**src/hdl/btt_pkg.sv**
```systemverilog
// ----------------------------------------------------------------------------
// btt_pkg
// Shared types and constants of the beacon tag tracker table.
// ----------------------------------------------------------------------------
package btt_pkg;

    localparam logic [1:0] KIND_HIT   = 2'd0;
    localparam logic [1:0] KIND_SWEEP = 2'd1;
    localparam logic [1:0] KIND_READ  = 2'd2;
    localparam logic [1:0] KIND_CLEAR = 2'd3;

    localparam logic [1:0] CFG_PROCESS_NOISE = 2'd0;
    localparam logic [1:0] CFG_MEAS_NOISE    = 2'd1;
    localparam logic [1:0] CFG_IDLE_TIMEOUT  = 2'd2;

    localparam logic [15:0] COV_ONE   = 16'd4096;
    localparam logic [7:0]  GAP_LIMIT = 8'd200;
    // sequence deltas 247..255 are backward skips of 1 to 9
    localparam logic [7:0]  BACK_MIN  = 8'd247;
    localparam logic [4:0]  DIV_STEPS = 5'd16;

    typedef enum logic [2:0] {
        ST_ADDED      = 3'd0,
        ST_REPEAT     = 3'd1,
        ST_UPDATED    = 3'd2,
        ST_BACKSKIP   = 3'd3,
        ST_FULL       = 3'd4,
        ST_SWEPT      = 3'd5,
        ST_READ_OK    = 3'd6,
        ST_READ_EMPTY = 3'd7
    } status_t;

    typedef enum logic [3:0] {
        S_IDLE, S_SCAN, S_DECIDE, S_LOAD, S_EVAL, S_P1, S_DIV, S_MUL, S_COMMIT
    } state_t;

    typedef struct packed {
        logic        cap;
        logic        scan_en;
        logic        sel_hit;
        logic        rd_slot;
        logic        p1_en;
        logic        div_step;
        logic        mul_en;
        logic        commit;
        status_t     code;
    } cmd_t;

    typedef struct packed {
        logic [1:0] kind;
        logic       scan_done;
        logic       hit_found;
        logic       free_found;
        logic       read_ok;
        logic       seq_repeat;
        logic       seq_back;
        logic       div_done;
        logic       out_free;
    } sts_t;

    typedef struct packed {
        logic [15:0]        id;
        logic               cls;
        logic [7:0]         last_seq;
        logic [31:0]        last_seen;
        logic [31:0]        received;
        logic [31:0]        missed;
        logic signed [15:0] est;
        logic [15:0]        cov;
    } entry_t;

endpackage

```
**src/hdl/btt_ctrl.sv**
```systemverilog
// ----------------------------------------------------------------------------
// btt_ctrl
// Sequencer: scan, slot load, filter division and commit of one transaction.
// ----------------------------------------------------------------------------
module btt_ctrl import btt_pkg::*; (
    input  logic       aclk,
    input  logic       aresetn,
    input  logic       s_tvalid,
    input  logic [1:0] s_tuser,
    output logic       s_tready,
    input  sts_t       sts,
    output cmd_t       cmd
);

    state_t  state_reg, state_next;
    status_t code_reg, code_next;

    always_ff @(posedge aclk) begin
        if (!aresetn) begin
            state_reg <= S_IDLE;
            code_reg  <= ST_FULL;
        end else begin
            state_reg <= state_next;
            code_reg  <= code_next;
        end
    end

    always_comb begin
        state_next = state_reg;
        code_next  = code_reg;
        case (state_reg)
            S_IDLE: begin
                if (s_tvalid) begin
                    case (s_tuser)
                        KIND_HIT, KIND_SWEEP: state_next = S_SCAN;
                        KIND_READ:            state_next = S_DECIDE;
                        default:              state_next = S_IDLE;
                    endcase
                end
            end
            S_SCAN: if (sts.scan_done) state_next = S_DECIDE;
            S_DECIDE: begin
                case (sts.kind)
                    KIND_HIT: begin
                        if (sts.hit_found) begin
                            state_next = S_LOAD;
                        end else begin
                            state_next = S_COMMIT;
                            code_next  = sts.free_found ? ST_ADDED : ST_FULL;
                        end
                    end
                    KIND_SWEEP: begin
                        state_next = S_COMMIT;
                        code_next  = ST_SWEPT;
                    end
                    default: begin
                        if (sts.read_ok) begin
                            state_next = S_LOAD;
                        end else begin
                            state_next = S_COMMIT;
                            code_next  = ST_READ_EMPTY;
                        end
                    end
                endcase
            end
            S_LOAD: state_next = S_EVAL;
            S_EVAL: begin
                if (sts.kind == KIND_READ) begin
                    state_next = S_COMMIT;
                    code_next  = ST_READ_OK;
                end else if (sts.seq_back) begin
                    state_next = S_COMMIT;
                    code_next  = ST_BACKSKIP;
                end else begin
                    state_next = S_P1;
                    code_next  = sts.seq_repeat ? ST_REPEAT : ST_UPDATED;
                end
            end
            S_P1:  state_next = S_DIV;
            S_DIV: if (sts.div_done) state_next = S_MUL;
            S_MUL: state_next = S_COMMIT;
            S_COMMIT: if (sts.out_free) state_next = S_IDLE;
            default: state_next = S_IDLE;
        endcase
    end

    always_comb begin
        cmd      = '0;
        cmd.code = code_reg;
        s_tready = (state_reg == S_IDLE);
        case (state_reg)
            S_IDLE:   cmd.cap      = s_tvalid;
            S_SCAN:   cmd.scan_en  = 1'b1;
            S_DECIDE: cmd.sel_hit  = (sts.kind == KIND_HIT);
            S_LOAD:   cmd.rd_slot  = 1'b1;
            S_P1:     cmd.p1_en    = 1'b1;
            S_DIV:    cmd.div_step = 1'b1;
            S_MUL:    cmd.mul_en   = 1'b1;
            S_COMMIT: cmd.commit   = sts.out_free;
            default:  cmd          = '0;
        endcase
    end

`ifndef SYNTHESIS
    a_commit_free: assert property (@(posedge aclk) disable iff (!aresetn)
        cmd.commit |-> sts.out_free) else $error("commit with output busy");
    a_cap_idle: assert property (@(posedge aclk) disable iff (!aresetn)
        cmd.cap |-> state_reg == S_IDLE) else $error("capture outside idle");
    a_div_mul: assert property (@(posedge aclk) disable iff (!aresetn)
        (state_reg == S_DIV && sts.div_done) |=> state_reg == S_MUL)
        else $error("division end not followed by multiply");
`endif

endmodule

```
**config.mk**
```make
export PLATFORM = sky130hd
export DESIGN_NAME = btt_ctrl
export DESIGN_NICKNAME = d
export VERILOG_FILES = /design/src/hdl/btt_pkg.sv /design/src/hdl/btt_ctrl.sv
export SDC_FILE = /design/constraint.sdc
export NUM_CORES = 1
export LEC_CHECK = 0
export BUFFER_PORTS_ARGS = -buffer_cell sky130_fd_sc_hd__buf_2
export CORE_MARGIN = 3
export CORE_UTILIZATION = 40
export CTS_CLUSTER_DIAMETER = 150
export DETAILED_ROUTE_END_ITERATION = 10
export PLACE_DENSITY = 0.71
export SYNTH_ARGS = -nofsm -noshare
export SYNTH_HDL_FRONTEND = slang
export SYNTH_SLANG_ARGS = --single-unit
```
**constraint.sdc**
```tcl
create_clock -name aclk -period 3.3 [get_ports aclk]
set_input_delay 0.33 -clock aclk [delete_from_list [all_inputs] [get_ports aclk]]
set_output_delay 0.33 -clock aclk [all_outputs]
set_load 0.01 [all_outputs]
```
==> out/metrics.cfg <==
[critical_path]
r2r_start = state_reg[2]$_SDFFE_PN0P_
crit_end = cmd[2]
reg2reg_to = code_reg[1]$_SDFFE_PN0P_
reg2reg_depth = 4
critPathLaunchType = flip-flop
critPathCaptureType = output pin
cp.required_ps = 2970
cp-startpoint = state_reg[0]$_SDFFE_PN0P_
arrival_ps = 1660
worstPathMaxFanout = 13
r2r_setup_slack_ps = 1440
crit_type = reg2out

[timing]
finalHoldViolCount = 0
worstMarginPinSlew_ps = 611.5
rsz0062_at_grt = no
fin_crit_sh_pct = 60.28
slew_viol_final = 0
fin_skew_ps = 3.274
fin_crit_ps = 1989
setup_tns_ps = 0
slew_headroom_pct = 59.17
max_freq_ghz = 0.5027
setup_violations = 0
timing.hold.ws_ps = 365.4
final.setup.worst_slack_ps = 1311

[yosys]
yosys_register_bits = 7
synth_top_flop_cell = dfxtp_1
avgSynthCellArea_um2 = 7.924
synth_cell_type_count = 35
synth_cells = 81
syn_nets = 96
synth_warnings = 0
async_reset_ff_share_pct = 0
seq_area_frac_synth_pct = 21.83
synth_area_um2 = 641.9
synth-edff-count = 0

[pwr]
power.density_nw_per_um2 = 358.5
power.leakage_nw = 0.3239
peakVddDrop_mv = 0.1399
finalPower_mw = 0.2799

[placement]
dpl_worst_slack_ps = 1463
portBuffers = 26
hpwl_um = 1218
gp_congestion = 0.7896
numPlacedInstances = 116
placed_area_um2 = 754.5

[layout]
utilization_pct = 55.81
diodes = 0
drive_gt1_share_pct = 35.24
largest_reg_flops = 4
design_area_um2 = 780.7
stdcell_count = 120
nFillCells = 150
synthToLayoutAreaGrowth_pct = 21.64
ff_latch_area_um2 = 140.1
multiInputGateArea_um2 = 454.2
num-nets-final = 121

[global_route]
grt_max_degree = 19
grt_usage_pct = 17.78
antenna_found_initial = 0
globalRouteOverflowTotal = 0
grt_pass1_vias = 599
grt_first_pass_wirelength_um = 2663

[floorplanning]
die_w_um = 46.06
die_h_um = 46.06
core_area_um2 = 1399
rows = 13
boundaryPins = 27
dieArea_um2 = 2122
initial_core_util_pct = 45.89

[cts]
cts_buffers = 3
cts.sink_count = 7
clockBufferDepth = 2
cts_tree = done
ctsHoldBuffers = 0
clockRootBuffer = clkbuf_4
insertion_delay_ps = 250
clk_pin_slew_ps = 50
cts_resized = 0
post_cts_buffers = 0
clock_tree.htree_level_count = 1

[detailed_routing]
wirelength_um = 1539
wire_per_inst_um = 12.83
drtPass1Iterations = 4
drtIter0Drc = 16
num_vias = 642
drtAntennaViolNets = 0
drt-vias-per-instance = 5.350
drc = 0

[min_path]
hp-class = in2reg

[outcome]
outcome = finished clean

[job]
drv_cap = 0

-- synthesized netlist by cell type, types with 2 or more instances --
cell / count / area (um^2)
o211ai_1: 2 / 15.01
o21ai_0: 4 / 20.02
nand3b_1: 2 / 15.01
nand2_1: 6 / 22.52
clkbuf_1: 2 / 7.510
dfxtp_1: 7 / 140.1
nand3_1: 2 / 10.01
nor4b_4: 2 / 47.55
buf_2: 2 / 10.01
inv_1: 3 / 11.26
nor3_1: 4 / 20.02
and2_1: 3 / 18.77
nor2_1: 7 / 26.28
a21oi_1: 3 / 15.01
nor3b_1: 4 / 30.03
nor2b_1: 5 / 31.28
mux2i_1: 5 / 50.05
-- cells by family (layout without fill, tap and decap cells) --
family | Yosys count | after routing | share of synthesized area (%)
AO/OA/AOI/OAI | 19 | 19 | 21.05
XOR/XNOR | 1 | 1 | 1.365
buffers and inverters | 9 | 33 | 7.408
flip-flops | 7 | 7 | 21.83
multiplexers | 5 | 5 | 7.798
AND/OR/NAND/NOR | 40 | 40 | 40.55
-- worst min-delay path by stage --
stage	start	end	slack [ps]	cells past startpoint
CTS	sts[1]	state_reg[1]$_SDFFE_PN0P_	360	3
detailed placement	code_reg[0]$_SDFFE_PN0P_	code_reg[0]$_SDFFE_PN0P_	460	2
finish	sts[1]	state_reg[1]$_SDFFE_PN0P_	370	3
global placement	code_reg[0]$_SDFFE_PN0P_	code_reg[0]$_SDFFE_PN0P_	440	2
global route	sts[1]	state_reg[1]$_SDFFE_PN0P_	380	3
floorplan	code_reg[0]$_SDFFE_PN0P_	code_reg[0]$_SDFFE_PN0P_	430	2
-- layer usage --
layer / track usage (%) / wire length, um
met1: 24.94 / 752
met2: 23.90 / 694
met3: 2.344 / 60
met4: 13.64 / 31
met5: 0 / 0
-- final cells by class --
cell class | instances | share of cell area, %
multi-input cells | 65 | 58.17
repair buffers | 26 | 16.67
inverters | 3 | 1.442
well taps | 15 | 2.404
flip-flops and latches | 7 | 17.95
clock buffers | 4 | 3.365
-- placed cells by master, fill, tap and decap left out --
cell / count
a31oi_2: 1
clkbuf_4: 3
or3b_2: 1
nor3b_1: 4
nand2_1: 6
o311ai_1: 1
dfxtp_1: 7
buf_2: 26
o21ai_0: 4
and2_1: 3
o31ai_2: 1
nor4b_4: 2
nand2b_1: 1
a31o_2: 1
nor2_1: 7
and3_1: 1
a32oi_1: 1
mux2i_1: 5
a21o_1: 1
inv_1: 3
nor2b_1: 5
o211ai_1: 2
a31oi_1: 1
a211oi_1: 1
nand3_1: 2
or2_2: 1
a21boi_0: 1
a21oi_1: 3
or3b_4: 1
nand3b_1: 2
nor3_1: 4
clkbuf_1: 1
xor2_1: 1
o21ai_1: 1
-- worst max-delay path, cell delays in order (launching register included) --
cell and delay [ps]:
dfxtp_1 640, or2_2 240, mux2i_1 250, and2_1 150
buf_2 120
-- report_power, final --
part           total (mW)  switching (mW)  internal (mW)
Sequential          0.111          0.0189         0.0918
Combinational      0.0922          0.0466         0.0457
Clock              0.0770          0.0309         0.0461
Note: power is estimated with default switching activity, not from simulation.
