## src/hdl/btt_pkg.sv

```systemverilog
// ----------------------------------------------------------------------------
// btt_pkg
// Shared types and constants of the beacon tag tracker table.
// ----------------------------------------------------------------------------
package btt_pkg;

    localparam logic [1:0] KIND_HIT   = 2'd0;
    localparam logic [1:0] KIND_SWEEP = 2'd1;
    localparam logic [1:0] KIND_READ  = 2'd2;
    localparam logic [1:0] KIND_CLEAR = 2'd3;

    localparam logic [1:0] CFG_PROCESS_NOISE = 2'd0;
    localparam logic [1:0] CFG_MEAS_NOISE    = 2'd1;
    localparam logic [1:0] CFG_IDLE_TIMEOUT  = 2'd2;

    localparam logic [15:0] COV_ONE   = 16'd4096;
    localparam logic [7:0]  GAP_LIMIT = 8'd200;
    // sequence deltas 247..255 are backward skips of 1 to 9
    localparam logic [7:0]  BACK_MIN  = 8'd247;
    localparam logic [4:0]  DIV_STEPS = 5'd16;

    typedef enum logic [2:0] {
        ST_ADDED      = 3'd0,
        ST_REPEAT     = 3'd1,
        ST_UPDATED    = 3'd2,
        ST_BACKSKIP   = 3'd3,
        ST_FULL       = 3'd4,
        ST_SWEPT      = 3'd5,
        ST_READ_OK    = 3'd6,
        ST_READ_EMPTY = 3'd7
    } status_t;

    typedef enum logic [3:0] {
        S_IDLE, S_SCAN, S_DECIDE, S_LOAD, S_EVAL, S_P1, S_DIV, S_MUL, S_COMMIT
    } state_t;

    typedef struct packed {
        logic        cap;
        logic        scan_en;
        logic        sel_hit;
        logic        rd_slot;
        logic        p1_en;
        logic        div_step;
        logic        mul_en;
        logic        commit;
        status_t     code;
    } cmd_t;

    typedef struct packed {
        logic [1:0] kind;
        logic       scan_done;
        logic       hit_found;
        logic       free_found;
        logic       read_ok;
        logic       seq_repeat;
        logic       seq_back;
        logic       div_done;
        logic       out_free;
    } sts_t;

    typedef struct packed {
        logic [15:0]        id;
        logic               cls;
        logic [7:0]         last_seq;
        logic [31:0]        last_seen;
        logic [31:0]        received;
        logic [31:0]        missed;
        logic signed [15:0] est;
        logic [15:0]        cov;
    } entry_t;

endpackage

```

## src/hdl/btt_datapath.sv

```systemverilog
// ----------------------------------------------------------------------------
// btt_datapath
// Slot memory, valid bits, scan, Kalman filter arithmetic and result register.
// ----------------------------------------------------------------------------
module btt_datapath import btt_pkg::*; #(
    parameter int TAG_SLOTS = 16
) (
    input  logic          aclk,
    input  logic          aresetn,
    input  logic [71:0]   s_tdata,
    input  logic [1:0]    s_tuser,
    input  logic [15:0]   cfg_q,
    input  logic [15:0]   cfg_r,
    input  logic [31:0]   cfg_timeout,
    input  cmd_t          cmd,
    output sts_t          sts,
    input  logic          m_tready,
    output logic          m_tvalid,
    output logic [127:0]  m_tdata,
    output logic [2:0]    m_tuser
);

    localparam int IW = (TAG_SLOTS > 1) ? $clog2(TAG_SLOTS) : 1;
    localparam int CW = $clog2(TAG_SLOTS + 1);

    entry_t mem [TAG_SLOTS];
    entry_t rdata_reg;

    logic [TAG_SLOTS-1:0] act_reg, act_next;
    logic        fresh_reg, fresh_next;
    logic [1:0]  kind_reg;
    logic [15:0] tag_reg;
    logic        cls_reg;
    logic [7:0]  rssi_reg, seq_reg;
    logic [31:0] now_reg;
    logic [3:0]  idx_reg;

    logic [CW-1:0] cnt_reg, exp_reg;
    logic          chk_vld_reg;
    logic [IW-1:0] chk_idx_reg, sel_reg, hit_idx_reg, free_idx_reg;
    logic          found_reg, free_reg;

    logic [15:0] p1_reg;
    logic [16:0] den_reg, rem_reg;
    logic [15:0] quot_reg;
    logic [4:0]  dcnt_reg;
    logic signed [33:0] prod_e_reg;
    logic [32:0] prod_c_reg;

    logic         m_tvalid_reg;
    logic [127:0] m_tdata_reg;
    logic [2:0]   m_tuser_reg;

    logic          cnt_lt, rd_en, wr_en;
    logic [IW-1:0] raddr, waddr;
    logic          hit_chk, free_chk, exp_chk;
    logic [7:0]    diff8, gap8;
    logic [16:0]   p1_sum, rem2;
    logic [17:0]   rem_sh;
    logic [15:0]   p1_c, k_c;
    logic signed [15:0] z_c;
    logic signed [16:0] dz_c;
    entry_t        wdata, oent;
    logic          out_slot_flds;
    logic [3:0]    out_slot;
    logic [7:0]    out_gap, whole;
    logic          new_flag;

    assign cnt_lt   = cnt_reg < CW'(TAG_SLOTS);
    assign rd_en    = (cmd.scan_en && cnt_lt) || cmd.rd_slot;
    assign raddr    = cmd.scan_en ? cnt_reg[IW-1:0] : sel_reg;
    assign hit_chk  = chk_vld_reg && act_reg[chk_idx_reg] && rdata_reg.id == tag_reg;
    assign free_chk = chk_vld_reg && !act_reg[chk_idx_reg];
    assign exp_chk  = chk_vld_reg && act_reg[chk_idx_reg]
                    && (now_reg - rdata_reg.last_seen) > cfg_timeout;

    assign diff8 = seq_reg - rdata_reg.last_seq;
    assign gap8  = diff8 - 8'd1;
    assign z_c   = {rssi_reg, 8'h00};
    assign dz_c  = {z_c[15], z_c} - {rdata_reg.est[15], rdata_reg.est};

    assign p1_sum = {1'b0, rdata_reg.cov} + {1'b0, cfg_q};
    assign p1_c   = p1_sum[16] ? 16'hFFFF : p1_sum[15:0];
    assign rem_sh = {rem_reg, 1'b0};
    assign rem2   = (rem_sh >= {1'b0, den_reg}) ? 17'(rem_sh - {1'b0, den_reg})
                                                : rem_sh[16:0];
    // zero denominator gives no gain; zero r gives a gain of one, saturated
    assign k_c = (den_reg == 17'd0) ? 16'd0
               : (den_reg == {1'b0, p1_reg}) ? 16'hFFFF : quot_reg;

    always_comb begin
        sts            = '0;
        sts.kind       = kind_reg;
        sts.scan_done  = !cnt_lt && !chk_vld_reg;
        sts.hit_found  = found_reg;
        sts.free_found = free_reg;
        sts.read_ok    = ({5'd0, idx_reg} < 9'(TAG_SLOTS)) && act_reg[IW'(idx_reg)];
        sts.seq_repeat = (diff8 == 8'd0);
        sts.seq_back   = (diff8 >= BACK_MIN);
        sts.div_done   = (dcnt_reg == DIV_STEPS);
        sts.out_free   = !m_tvalid_reg || m_tready;
    end

    // new slot contents and the entry shown in the result
    always_comb begin
        wdata = rdata_reg;
        wr_en = 1'b0;
        waddr = sel_reg;
        out_gap = 8'd0;
        case (cmd.code)
            ST_ADDED: begin
                wdata.id        = tag_reg;
                wdata.cls       = cls_reg;
                wdata.last_seq  = seq_reg;
                wdata.last_seen = now_reg;
                wdata.received  = 32'd1;
                wdata.missed    = 32'd0;
                wdata.est       = z_c;
                wdata.cov       = COV_ONE;
                wr_en           = cmd.commit;
                waddr           = free_idx_reg;
            end
            ST_REPEAT, ST_UPDATED: begin
                wdata.est       = rdata_reg.est + prod_e_reg[31:16];
                wdata.cov       = prod_c_reg[31:16];
                wdata.last_seen = now_reg;
                wdata.received  = rdata_reg.received + 32'd1;
                if (cmd.code == ST_UPDATED) begin
                    wdata.last_seq = seq_reg;
                    if (gap8 < GAP_LIMIT) begin
                        wdata.missed = rdata_reg.missed + {24'd0, gap8};
                        out_gap      = gap8;
                    end
                end
                wr_en = cmd.commit;
            end
            default: wdata = rdata_reg;
        endcase
    end

    always_comb begin
        out_slot_flds = 1'b0;
        out_slot      = 4'd0;
        case (cmd.code)
            ST_ADDED: begin
                out_slot_flds = 1'b1;
                out_slot      = 4'(free_idx_reg);
            end
            ST_REPEAT, ST_UPDATED, ST_BACKSKIP, ST_READ_OK: begin
                out_slot_flds = 1'b1;
                out_slot      = 4'(sel_reg);
            end
            ST_READ_EMPTY: out_slot = idx_reg;
            default:       out_slot = 4'd0;
        endcase
        oent     = out_slot_flds ? wdata : '0;
        whole    = oent.est[15:8] + {7'd0, oent.est[15] & (|oent.est[7:0])};
        new_flag = (cmd.code == ST_ADDED || cmd.code == ST_UPDATED) ? 1'b1 : fresh_reg;
    end

    always_comb begin
        act_next   = act_reg;
        fresh_next = fresh_reg;
        if (cmd.cap && s_tuser == KIND_CLEAR) fresh_next = 1'b0;
        if (cmd.scan_en && kind_reg == KIND_SWEEP && exp_chk)
            act_next[chk_idx_reg] = 1'b0;
        if (cmd.commit) begin
            fresh_next = new_flag;
            if (cmd.code == ST_ADDED) act_next[free_idx_reg] = 1'b1;
        end
    end

    always_ff @(posedge aclk) begin
        if (!aresetn) begin
            act_reg      <= '0;
            fresh_reg    <= 1'b0;
            m_tvalid_reg <= 1'b0;
            chk_vld_reg  <= 1'b0;
            cnt_reg      <= '0;
            kind_reg     <= KIND_HIT;
        end else begin
            act_reg   <= act_next;
            fresh_reg <= fresh_next;
            if (cmd.commit)    m_tvalid_reg <= 1'b1;
            else if (m_tready) m_tvalid_reg <= 1'b0;
            if (cmd.cap) begin
                kind_reg    <= s_tuser;
                cnt_reg     <= '0;
                chk_vld_reg <= 1'b0;
            end else if (cmd.scan_en) begin
                chk_vld_reg <= cnt_lt;
                if (cnt_lt) cnt_reg <= cnt_reg + CW'(1);
            end
        end
    end

    always_ff @(posedge aclk) begin
        if (wr_en) mem[waddr] <= wdata;
        if (rd_en) rdata_reg <= mem[raddr];
    end

    always_ff @(posedge aclk) begin
        if (cmd.cap) begin
            tag_reg   <= s_tdata[15:0];
            cls_reg   <= s_tdata[16];
            rssi_reg  <= s_tdata[24:17];
            seq_reg   <= s_tdata[32:25];
            now_reg   <= s_tdata[64:33];
            idx_reg   <= s_tdata[68:65];
            sel_reg   <= IW'(s_tdata[68:65]);
            found_reg <= 1'b0;
            free_reg  <= 1'b0;
            exp_reg   <= '0;
        end
        if (cmd.scan_en) begin
            chk_idx_reg <= cnt_reg[IW-1:0];
            if (hit_chk && !found_reg) begin
                found_reg   <= 1'b1;
                hit_idx_reg <= chk_idx_reg;
            end
            if (free_chk && !free_reg) begin
                free_reg     <= 1'b1;
                free_idx_reg <= chk_idx_reg;
            end
            if (kind_reg == KIND_SWEEP && exp_chk) exp_reg <= exp_reg + CW'(1);
        end
        if (cmd.sel_hit) sel_reg <= hit_idx_reg;
        if (cmd.p1_en) begin
            p1_reg   <= p1_c;
            den_reg  <= {1'b0, p1_c} + {1'b0, cfg_r};
            rem_reg  <= {1'b0, p1_c};
            quot_reg <= 16'd0;
            dcnt_reg <= 5'd0;
        end
        if (cmd.div_step && dcnt_reg != DIV_STEPS) begin
            rem_reg  <= rem2;
            quot_reg <= {quot_reg[14:0], rem_sh >= {1'b0, den_reg}};
            dcnt_reg <= dcnt_reg + 5'd1;
        end
        if (cmd.mul_en) begin
            prod_e_reg <= $signed({1'b0, k_c}) * dz_c;
            prod_c_reg <= (17'h10000 - {1'b0, k_c}) * p1_reg;
        end
        if (cmd.commit) begin
            m_tuser_reg <= cmd.code;
            m_tdata_reg <= {4'd0, new_flag,
                            (cmd.code == ST_SWEPT) ? 5'(exp_reg) : 5'd0,
                            oent.missed, oent.received, oent.id, oent.cls,
                            out_slot_flds, whole, oent.est, out_gap, out_slot};
        end
    end

    assign m_tvalid = m_tvalid_reg;
    assign m_tdata  = m_tdata_reg;
    assign m_tuser  = m_tuser_reg;

`ifndef SYNTHESIS
    a_claim_free: assert property (@(posedge aclk) disable iff (!aresetn)
        (cmd.commit && cmd.code == ST_ADDED) |-> !act_reg[free_idx_reg])
        else $error("claim of an active slot");
    a_claim_sets: assert property (@(posedge aclk) disable iff (!aresetn)
        (cmd.commit && cmd.code == ST_ADDED) |=> fresh_reg && m_tvalid_reg)
        else $error("claim did not raise flag and result");
    a_clear_flag: assert property (@(posedge aclk) disable iff (!aresetn)
        (cmd.cap && s_tuser == KIND_CLEAR) |=> !fresh_reg)
        else $error("flag not cleared");
`endif

endmodule

```

## config.mk

```make
export PLATFORM = sky130hd
export DESIGN_NAME = btt_datapath
export DESIGN_NICKNAME = d
export VERILOG_FILES = /design/src/hdl/btt_pkg.sv /design/src/hdl/btt_datapath.sv
export SDC_FILE = /design/constraint.sdc
export NUM_CORES = 2
export LEC_CHECK = 0
export BUFFER_PORTS_ARGS = -buffer_cell sky130_fd_sc_hd__buf_2
export CAP_MARGIN = 20
export CORE_MARGIN = 2
export CORE_UTILIZATION = 57
export DETAILED_ROUTE_END_ITERATION = 8
export GPL_TIMING_DRIVEN = 0
export PLACE_DENSITY = 0.76
export RECOVER_POWER = 50
export SKIP_LAST_GASP = 1
export SYNTH_ARGS = -nofsm -noshare
export SYNTH_HDL_FRONTEND = slang
export SYNTH_SLANG_ARGS = --single-unit
```

## constraint.sdc

```tcl
create_clock -name aclk -period 9.8 [get_ports aclk]
set_input_delay 0.98 -clock aclk [delete_from_list [all_inputs] [get_ports aclk]]
set_output_delay 0.98 -clock aclk [all_outputs]
set_load 0.005 [all_outputs]
```

==> metrics.md <==
| Metric | Value |
|---|---|
| Max FFs per register | 2448 |
| Register area share after synthesis | 62.9% |
| Period minus WS final | 9.53 ns |
| RSZ-0062 raised after global routing | yes |
| # DRC | 0 |
| Reg2Reg Capture Point | prod_c_reg[22]$_DFFE_PP_ |
| Max Cap Viol | 41 |
| Synth Flop Type | edfxtp_1 |
| Synth-to-Final Area Change | 13.5% |
| Root Buffer | clkbuf_16 |
| Part of the cycle the worst path needs | 97.3% |
| Slew @ Worst Pin | between 5 and 6 ns |
| Final wirelength | 425000 µm |
| Core ar. | 245000 µm² |
| DRT Pass-1 Iters | 8 |
| Area contributors post-synth | edfxtp_1 (62%), nand2_1 (7.9%), fa_1 (6.0%) |
| Initial core utilization | 57.2% |
| FILL cells | between 15000 and 20000 |
| Die X | 500 µm |
| WS Path Type | reg -> reg |
| Setup violations, final | 0 |
| Synth warn | 0 |
| Cell taking the most area after synthesis | edfxtp_1 |
| First-pass GRT wire length | a little over 600000 µm |
| H-tree Lvls | 5 |
| DRT antenna net count | 0 |
| R2r setup slk | 0.27 ns |
| Insertion delay to the later sink of the worst-skew pair | 1.01 ns |
| Worst path max stage delay | 0.56 ns |
| GRT overflow | 0 |
| Worst setup SP type | flip-flop |
| Total Nets Final | 13463 |
| #FFs+latches synth | between 2000 and 3000 |
| DR WL/cell | 26.6 µm |
| Worst r2r src | p1_reg[11]$_DFFE_PP_ |
| Final Hold Fails | 0 |
| Yosys top cell area share | between 60% and 70% |
| Crit path top cell by count | fa_1 |
| Crit path max-delay cell type | fa_1 |
| Placed Cells | 15373 |
| Final Skew | 0.0960 ns |
| Hpwl dp | approximately 310000 µm |
| Post-route core utilization | 64.9% |
| R2R depth | 34 |
| Leading cell types by count after synthesis | nand2_1 (2947), edfxtp_1 (2916), nand3_1 (1245), inv_1 (701), clkbuf_1 (571) |
| DR vias/cell | 6.28 |
| Cell Area, Synth | 140000 µm² |
| Slew margin rel. | -253% |
| EDFF count, synth | 2916 |
| Status | complete, but fails checks |
| Starting DRC count in detailed routing | 14290 |
| Hold Crit Endpoint | tag_reg[8]$_DFFE_PP_ |
| Library cells used by synthesis | 92 |
| Via count | 100396 |
| Leakage | between 50 and 60 nW |
| Worst-path clk slew | around 0.060 ns |
| Failing checks | capacitance limit, slew limit |
| Post-Layout Cell Count | approximately 16000 |
| CTS tree | done |
| WHS | 0.176 ns |
| CTS max path bufs | 4 |
| Vias in the first global route | 98295 |
| Final Total Pwr | 57.8 mW |
| Hold depth | 1 |
| Overall routing resource usage | around a third |
| VDD IR max | 1.39 mV |
| Asr flop ratio synth | 0% |
| Pwr Density | 363 nW/µm² |
| Die Area | 250000 µm² |
| Final Max Slew Viols | 1022 |
| Largest net degree at the start of global routing | 77 |
| Crit path DAT | 10.19 ns |
| Hold Crit Start | s_tdata[8] |
| CTS sink count | a little under 3000 |
| Post-CTS Hold Fix Bufs | 0 |
| Std-Cell Rows | 182 |
| Layout cells sized above 1 | 7.72% |
| Syn Area/Cell | 12.1 µm² |
| Num ports | 294 |
| CTS buffer count | 316 |
| Count leader, synth | nand2_1 |
| F_max | 105 MHz |
| Worst Path Required | 10.46 ns |
| Die height | ~500 µm |
| CP endpoint kind | flip-flop |
| Class of the worst hold path | in -> reg |
| Initial antenna violation count | 26 |
| Critical path peak fanout | 19 |
| IO buf count | 286 |
| Mapped Cells | 11639 |
| RePlAce Congestion | 0.978 |
[cells by family (layout without fill, tap and decap cells)]
group,Yosys count,count (layout),synth area share (%)
AOI/OAI and AO/OA,1061,1061,5.35
xor gates and xnor gates,209,209,1.32
adders and majority gates,806,806,9.44
buffers and inverters,1356,2454,3.68
DFF,2949,2949,62.9
muxes,115,115,1.19
other,1,21,0.00267
and+or+nand+nor,5142,5142,16.1
[repair_timing]
action                                 4_1_cts  5_1_grt
gates resized for setup                     20       10
cloned                                       0        0
endpoints found under the hold margin        0        0
setup endpoints to repair                   17       22
buffers inserted                             7        1
pin swaps                                    5        3
[power by group]
group	switching (mW)	total [mW]	internal (mW)
Sequential	0.320	16.0	15.7
Clock	4.90	11.8	6.93
Combinational	18.1	29.9	11.8
[cells in the final DEF (no fill, tap or decap), types with 147 or more instances in the layout]
cell type	n
ha_1	385
nand2_1	2947
nand3_1	1245
buf_2	222
a31oi_1	167
edfxtp_1	2916
a311oi_1	308
fa_1	421
inv_1	700
clkbuf_16	322
o21ai_0	147
and2_1	191
nor2_1	251
a21oi_1	160
and3_1	188
clkbuf_1	800
[through the flow]
stage / instance area (µm²) / setup WS, ns / setup TNS (ns)
after detailed placement: 150000 / -1.47 / -16.59
after floorplan: 140000 / 0.291 / 0
after global routing: 159000 / -0.170 / -0.504
after CTS: 160000 / 0.0356 / 0
after global placement: 146000 / -7.73 / -
final: 159000 / 0.267 / 0
[per-layer routing]
layer  global-route usage [%]  share of wire [%]
met5                        0              0.047
met2                     51.2                 45
met1                     44.7                 36
met3                     8.40                 13
met4                     18.2                6.3
[layout make-up]
cell class | instances | area [µm²] | area share [%]
Inverter | 702 | 2640 | 1.66
Clock inverter | 176 | 1820 | 1.14
Sequential cell | 2949 | 88200 | 55.4
Buffer | 653 | 2550 | 1.60
Clock buffer | 377 | 8260 | 5.19
Timing Repair Buffer | 546 | 4470 | 2.81
Tap cell | 3220 | 4030 | 2.53
Antenna cell | 17 | 42.5 | 0.0267
Multi-Input combinational cell | 7337 | 47100 | 29.6
[worst max-delay path: cells and delay by family, from the launching register on]
family | cells | cell delay [ns]
adder cells (fa/ha/maj) | 8 | 3.47
AND/OR/NAND/NOR | 11 | 2.20
flip-flops | 1 | 0.35
XOR/XNOR | 2 | 0.67
buffers and inverters | 7 | 0.98
AO/OA/AOI/OAI | 6 | 1.56
[worst max path at each step]
stage                                      from                        to  slack (ns)  cells after the start
after global placement                   cmd[0]     mem[11][59]$_DFFE_PP_       -7.73                      8
after detailed placement    p1_reg[6]$_DFFE_PP_  prod_c_reg[31]$_DFFE_PP_       -1.47                     35
after global routing      den_reg[11]$_DFFE_PP_  prod_c_reg[22]$_DFFE_PP_       -0.17                     32
after CTS                  p1_reg[11]$_DFFE_PP_  prod_c_reg[31]$_DFFE_PP_        0.04                     36
after floorplan                          cmd[0]       mem[1][0]$_DFFE_PP_        0.29                      7
final                      p1_reg[11]$_DFFE_PP_  prod_c_reg[22]$_DFFE_PP_        0.27                     34
No activity file was read; power rests on OpenSTA's default activity.
